==> src/rtl/read_depth_pileup_core_assert.svh <==
// assertion macros of the pileup rtl, used by rdp_ctrl
`ifndef READ_DEPTH_PILEUP_CORE_ASSERT_SVH
`define READ_DEPTH_PILEUP_CORE_ASSERT_SVH

// same-cycle implication, reset masks the check
`define RDP_ASSERT_IMP(lbl, c, r, a, b) \
  lbl: assert property (@(posedge c) disable iff (r) (a) |-> (b)) \
    else $error("lbl failed");

// next-cycle implication, reset masks the check
`define RDP_ASSERT_NXT(lbl, c, r, a, b) \
  lbl: assert property (@(posedge c) disable iff (r) (a) |=> (b)) \
    else $error("lbl failed");

`endif

==> src/rtl/rdp_pkg.sv <==
// shared types, codes and constants of the read depth pileup
package rdp_pkg;

  localparam int WINDOW_DEPTH_DEF = 4096;
  localparam int DEPTH_BITS_DEF   = 16;

  localparam logic [11:0] FLAG_REJECT  = 12'h704;
  localparam logic [11:0] FLAG_REVERSE = 12'h010;
  localparam logic [3:0]  BASE_N       = 4'd15;

  localparam logic [30:0] WINDOW_START_RST = 31'd1;
  localparam logic [30:0] WINDOW_END_RST   = 31'd4096;
  localparam logic        WANT_FWD_RST     = 1'b1;
  localparam logic [6:0]  MIN_QUAL_RST     = 7'd13;

  typedef enum logic [1:0] {
    CMD_READ_START = 2'd0,
    CMD_CIGAR      = 2'd1,
    CMD_BASE       = 2'd2,
    CMD_READOUT    = 2'd3
  } cmd_code_t;

  typedef enum logic [3:0] {
    OP_M   = 4'd0,
    OP_I   = 4'd1,
    OP_D   = 4'd2,
    OP_N   = 4'd3,
    OP_S   = 4'd4,
    OP_H   = 4'd5,
    OP_P   = 4'd6,
    OP_EQ  = 4'd7,
    OP_X   = 4'd8
  } cigar_op_t;

  typedef enum logic [1:0] {
    REG_WINDOW_START = 2'd0,
    REG_WINDOW_END   = 2'd1,
    REG_WANT_FWD     = 2'd2,
    REG_MIN_QUAL     = 2'd3
  } reg_index_t;

  typedef enum logic [2:0] {
    ST_CLEAR,
    ST_IDLE,
    ST_EXEC,
    ST_LOOKUP,
    ST_UPDATE
  } state_t;

  typedef struct packed {
    logic load;
    logic exec;
    logic clear_step;
    logic update;
  } ctl_t;

  typedef struct packed {
    logic clear_last;
    logic mem_access;
    logic readout;
    logic out_free;
  } sts_t;

endpackage

==> src/rtl/rdp_ctrl.sv <==
// sequencer of the pileup: clearing pass, accept, execute, store access
`include "read_depth_pileup_core_assert.svh"

module rdp_ctrl import rdp_pkg::*; (
  input  logic clk,
  input  logic rst,
  input  logic in_valid,
  output logic in_ready,
  input  sts_t sts,
  output ctl_t ctl
);

  state_t state;
  state_t state_next;

  always_ff @(posedge clk) begin
    if (rst) begin
      state <= ST_CLEAR;
    end else begin
      state <= state_next;
    end
  end

  always_comb begin
    state_next = state;
    case (state)
      ST_CLEAR: begin
        if (sts.clear_last) state_next = ST_IDLE;
      end
      ST_IDLE: begin
        if (in_valid) state_next = ST_EXEC;
      end
      ST_EXEC: begin
        if (sts.mem_access || sts.readout) state_next = ST_LOOKUP;
        else state_next = ST_IDLE;
      end
      ST_LOOKUP: begin
        state_next = ST_UPDATE;
      end
      ST_UPDATE: begin
        if (!sts.readout || sts.out_free) state_next = ST_IDLE;
      end
      default: begin
        state_next = ST_CLEAR;
      end
    endcase
  end

  always_comb begin
    in_ready       = 1'b0;
    ctl            = '0;
    case (state)
      ST_CLEAR: begin
        ctl.clear_step = 1'b1;
      end
      ST_IDLE: begin
        in_ready = 1'b1;
        ctl.load = in_valid;
      end
      ST_EXEC: begin
        ctl.exec = 1'b1;
      end
      ST_LOOKUP: begin
      end
      ST_UPDATE: begin
        ctl.update = !sts.readout || sts.out_free;
      end
      default: begin
      end
    endcase
  end

  `RDP_ASSERT_NXT(a_accept_exec, clk, rst, in_valid && in_ready, state == ST_EXEC)
  `RDP_ASSERT_NXT(a_lookup_update, clk, rst, state == ST_LOOKUP, state == ST_UPDATE)
  `RDP_ASSERT_IMP(a_one_action, clk, rst, 1'b1,
                  $onehot0({ctl.load, ctl.exec, ctl.clear_step, ctl.update}))

endmodule

==> config.mk <==
export PLATFORM = sky130hd
export DESIGN_NAME = rdp_ctrl
export DESIGN_NICKNAME = d
export VERILOG_FILES = /design/src/rtl/rdp_pkg.sv /design/src/rtl/rdp_ctrl.sv
export VERILOG_INCLUDE_DIRS = /design/src /design/src/rtl
export SDC_FILE = /design/constraint.sdc
export NUM_CORES = 1
export LEC_CHECK = 0
export ABC_AREA = 1
export BUFFER_PORTS_ARGS = -buffer_cell sky130_fd_sc_hd__buf_2
export CORE_AREA = 2 2 39 41
export CTS_CLUSTER_DIAMETER = 30
export CTS_CLUSTER_SIZE = 25
export DETAILED_ROUTE_END_ITERATION = 16
export DIE_AREA = 0 0 41 43
export SETUP_SLACK_MARGIN = 0.4
export SKIP_CTS_REPAIR_TIMING = 1
export SLEW_MARGIN = 15
export SYNTH_ARGS = -nofsm -noshare
export SYNTH_HDL_FRONTEND = slang
export SYNTH_SLANG_ARGS = --single-unit
==> constraint.sdc <==
create_clock -name clk -period 0.98 [get_ports clk]
set_input_delay 0.098 -clock clk [delete_from_list [all_inputs] [get_ports clk]]
set_output_delay 0.098 -clock clk [all_outputs]
set_load 0.05 [all_outputs]
# == Word-level counts from Yosys, hierarchy flattened ==
# Cells that the tools add are included.
# word_totals
register_bits,3
# op_classes
n_eq_ne,7
mux,10
reduce_logical,5
# ops
op,count
$pmux 3 s5,1
$mux 3,3
$eq 3x2->1 const B,2
$ne 2x2->1 const B,3
$mux 1,5
$eq 3x1->1 const B,1
$eq 3x3->1 const B,1
$logic_not 3->1,1
$reduce_and 3->1,1
$logic_or 1x1->1,2
$mux 2,1
$logic_not 1->1,1

# == Longest topological paths before layout ==
# logic_depth
word_depth,4
mapped_depth,6

# == Least setup slack after synthesis ==
# OpenSTA, ideal clock, no wires.
# synth_timing
path_kind,register -> output
start,register state[2]
end,output ctl[0] (netlist bit)
arrival_time_ns,2.018
slack_ns,-1.136
path_stages_with_launch,3
n_path_buf,0
path_cell_list,dfxtp_1 > inv_1 > nor4_1
# synth_lines
element,line_no,source
start: declaration,rdp_ctrl.sv:13,state_t state;
start signal: assignment,rdp_ctrl.sv:20,state <= state_next;
end: declaration,rdp_ctrl.sv:10,output ctl_t ctl

==> reports/results.ini <==
[global_route]
grt_max_degree = 8
grt_pass1_wl_um = 993
antenna_found_initial = 0
grt-ovfl-total = 0
grt_util_all_layers_pct = 8.41
grt_pass1_vias = 259

[finish]
largest-register = state
nets = 63
final_core_util_pct = 37.9
multiInputGateArea_um2 = 209
drive_gt1_share_pct = 72.7
final_cell_mix = buf_6, buf_2, inv_1
area_growth_syn_to_layout_pct = 141
largest_reg_flops = 3
final_common_cell = buf_6
diodes = 0
fill_cells = 159
reg_top3 = state x3
ff_latch_area_um2 = 71.3

[floorplan]
chipHeight_um = 43
die_x_um = 41
num_io_pins = 12
design.core.area_mm2 = 0.00138
die_area_mm2 = 0.00176
rows = 14
initial_core_util_pct = 15.7

[clocking]
cts_root_buf = clkbuf_4
cts-htree-levels = 1
cts.sinks = 3
insertion_delay_ns = 0.23
clk_pin_slew_ns = 0.04
tritoncts = built
cts_buffer_depth = 2
cts_made_buffers = 3

[sta]
layout_setup_ws_ns = -0.208
drv_slew = 0
tightest_slew_ns = 0.375
timing.max_slew.rel_slack_pct = 74.9
hold_violations = 0
skew_ns = 0.00242
period_minus_slack_ns = 1.19
clock.fmax_ghz = 0.842
period_share_pct = 121
setup_viol = 7
rsz0062_at_grt = true
final.setup.tns_ns = -1.11
hold_slack_ns = 0.0478

[worst_setup_path]
worst_r2r_endpoint = state[1]
r2r_start = state[0]
cpMaxStageDelayCell = dfxtp_4
cp.depth = 2
critPathKind = reg2out
slowest_delay_ns = 0.37
path_cells = nor4_4, buf_6
rr_worst_depth = 7
path_delay_family = flip-flops
crit_fanout = 4
reg2reg_slack_ns = -0.10
required_ns = 0.88
endpoint_kind = output pin
cp.arrival_ns = 1.09
cp-start-kind = flip-flop
critPathBufInv = 1

[detailed_routing]
via_count = 284
drc = 0
drt_pass1_iterations = 2
first_iter_violations = 2
postRouteWirelength_um = 626
ant_nets = 0
via_per_inst = 4.00
wire_per_inst_um = 8.82

[synthesis]
ys_seq_elements = 3
synth_area_um2 = 218
yosys.area.top_type = dfxtp_1
syn_inst = 34
ys_seq_area_share_pct = 27.6
synth_top_area_share_pct = 27.6
avgSynthCellArea_um2 = 6.40
synth_area_leaders = dfxtp_1, inv_1, nor2_1, nand3_1, nand3b_1
synth_cell_types = 14
yosysWarnings = 0
syn-num-nets = 41

[flow_run]
maxCapViolCount = 0

[worst_hold_path]
hold_path_class = in2reg
min-delay-start = rst
hold_depth = 2
min_to = state[2]

[pwr]
sequentialPowerShare_pct = 22.6
switchingPower_w = 0.000270
peakVddDrop_v = 0.000560
power_leakage_nw = 0.220
comb_power_share_pct = 46.6
netSwitchingFraction_pct = 38.5
pwr_density_cell_mw_per_mm2 = 1340
p_int_w = 0.000433
clockPowerShare_pct = 30.8

[placement]
io_buffers = 11
dp_hpwl_um = 501
gp_congestion = 0.705

[status]
violations = setup timing
outcome = finished, violations left

## how the worst max path moves through the flow
| stage | startpoint | endpoint | slack [ns] |
|---|---|---|---|
| 2_1_floorplan | state[0] | ctl[0] | -0.15 |
| 3_3_place_gp | state[0] | ctl[3] | -0.04 |
| 3_5_place_dp | state[0] | ctl[3] | -0.05 |
| 4_1_cts | state[0] | ctl[3] | -0.31 |
| 5_1_grt | state[2] | ctl[0] | -0.25 |
| 6_report | state[0] | ctl[0] | -0.21 |
## power groups by stage
stage          Combinational, W  Sequential (W)  Clock, W
4_1_cts                0.000269        0.000155  0.000229
5_1_grt                0.000349        0.000161  0.000241
2_1_floorplan          0.000178        0.000161         0
3_3_place_gp           0.000268        0.000156         0
3_5_place_dp           0.000269        0.000156         0
6_report               0.000328        0.000159  0.000217
## stage by stage
stage               setup slack, ns  total power (W)  cells  cell area, µm²
floorplan                    -0.154         0.000339     34             290
global placement            -0.0429         0.000424     66             415
detailed placement          -0.0519         0.000425     66             415
CTS                          -0.312         0.000653     70             442
global route                 -0.250         0.000751     71             524
finish                       -0.208         0.000703     71             524
## cells in the mapped netlist (all sizes together)
master  instances
nand3           4
a21oi           2
nor3            3
dfxtp           3
nor2            7
nor4            1
nand2           4
inv             8
nand3b          2
## layer usage
layer  share of wire [%]  wire length (µm)  GRT usage, %
met3                 3.5                22          1.57
met1                  38               239          8.92
met2                  55               347          13.8
met5                   0                 0             0
met4                 2.7                17          6.00
## worst register-to-register path, delay by kind of cell, from the launching register on
family	cells	cell delay, ns
buffers and inverters	3	0.30
DFF	1	0.37
and+or+nand+nor	4	0.32
## layout make-up
type | count | area share (%)
Clock buffer | 4 | 5.01
Sequential cell | 3 | 13.6
Tap cell | 16 | 3.82
Timing Repair Buffer | 17 | 30.3
Inverter | 8 | 7.40
Multi-Input combinational cell | 23 | 39.9
## logic make-up after synthesis
| logic type | count (synthesis) | share of synthesized area (%) |
|---|---|---|
| buf+inv | 8 | 13.8 |
| compound gates | 2 | 4.60 |
| flops | 3 | 27.6 |
| simple gates | 21 | 54.0 |
(Power assumes the default switching activity.)
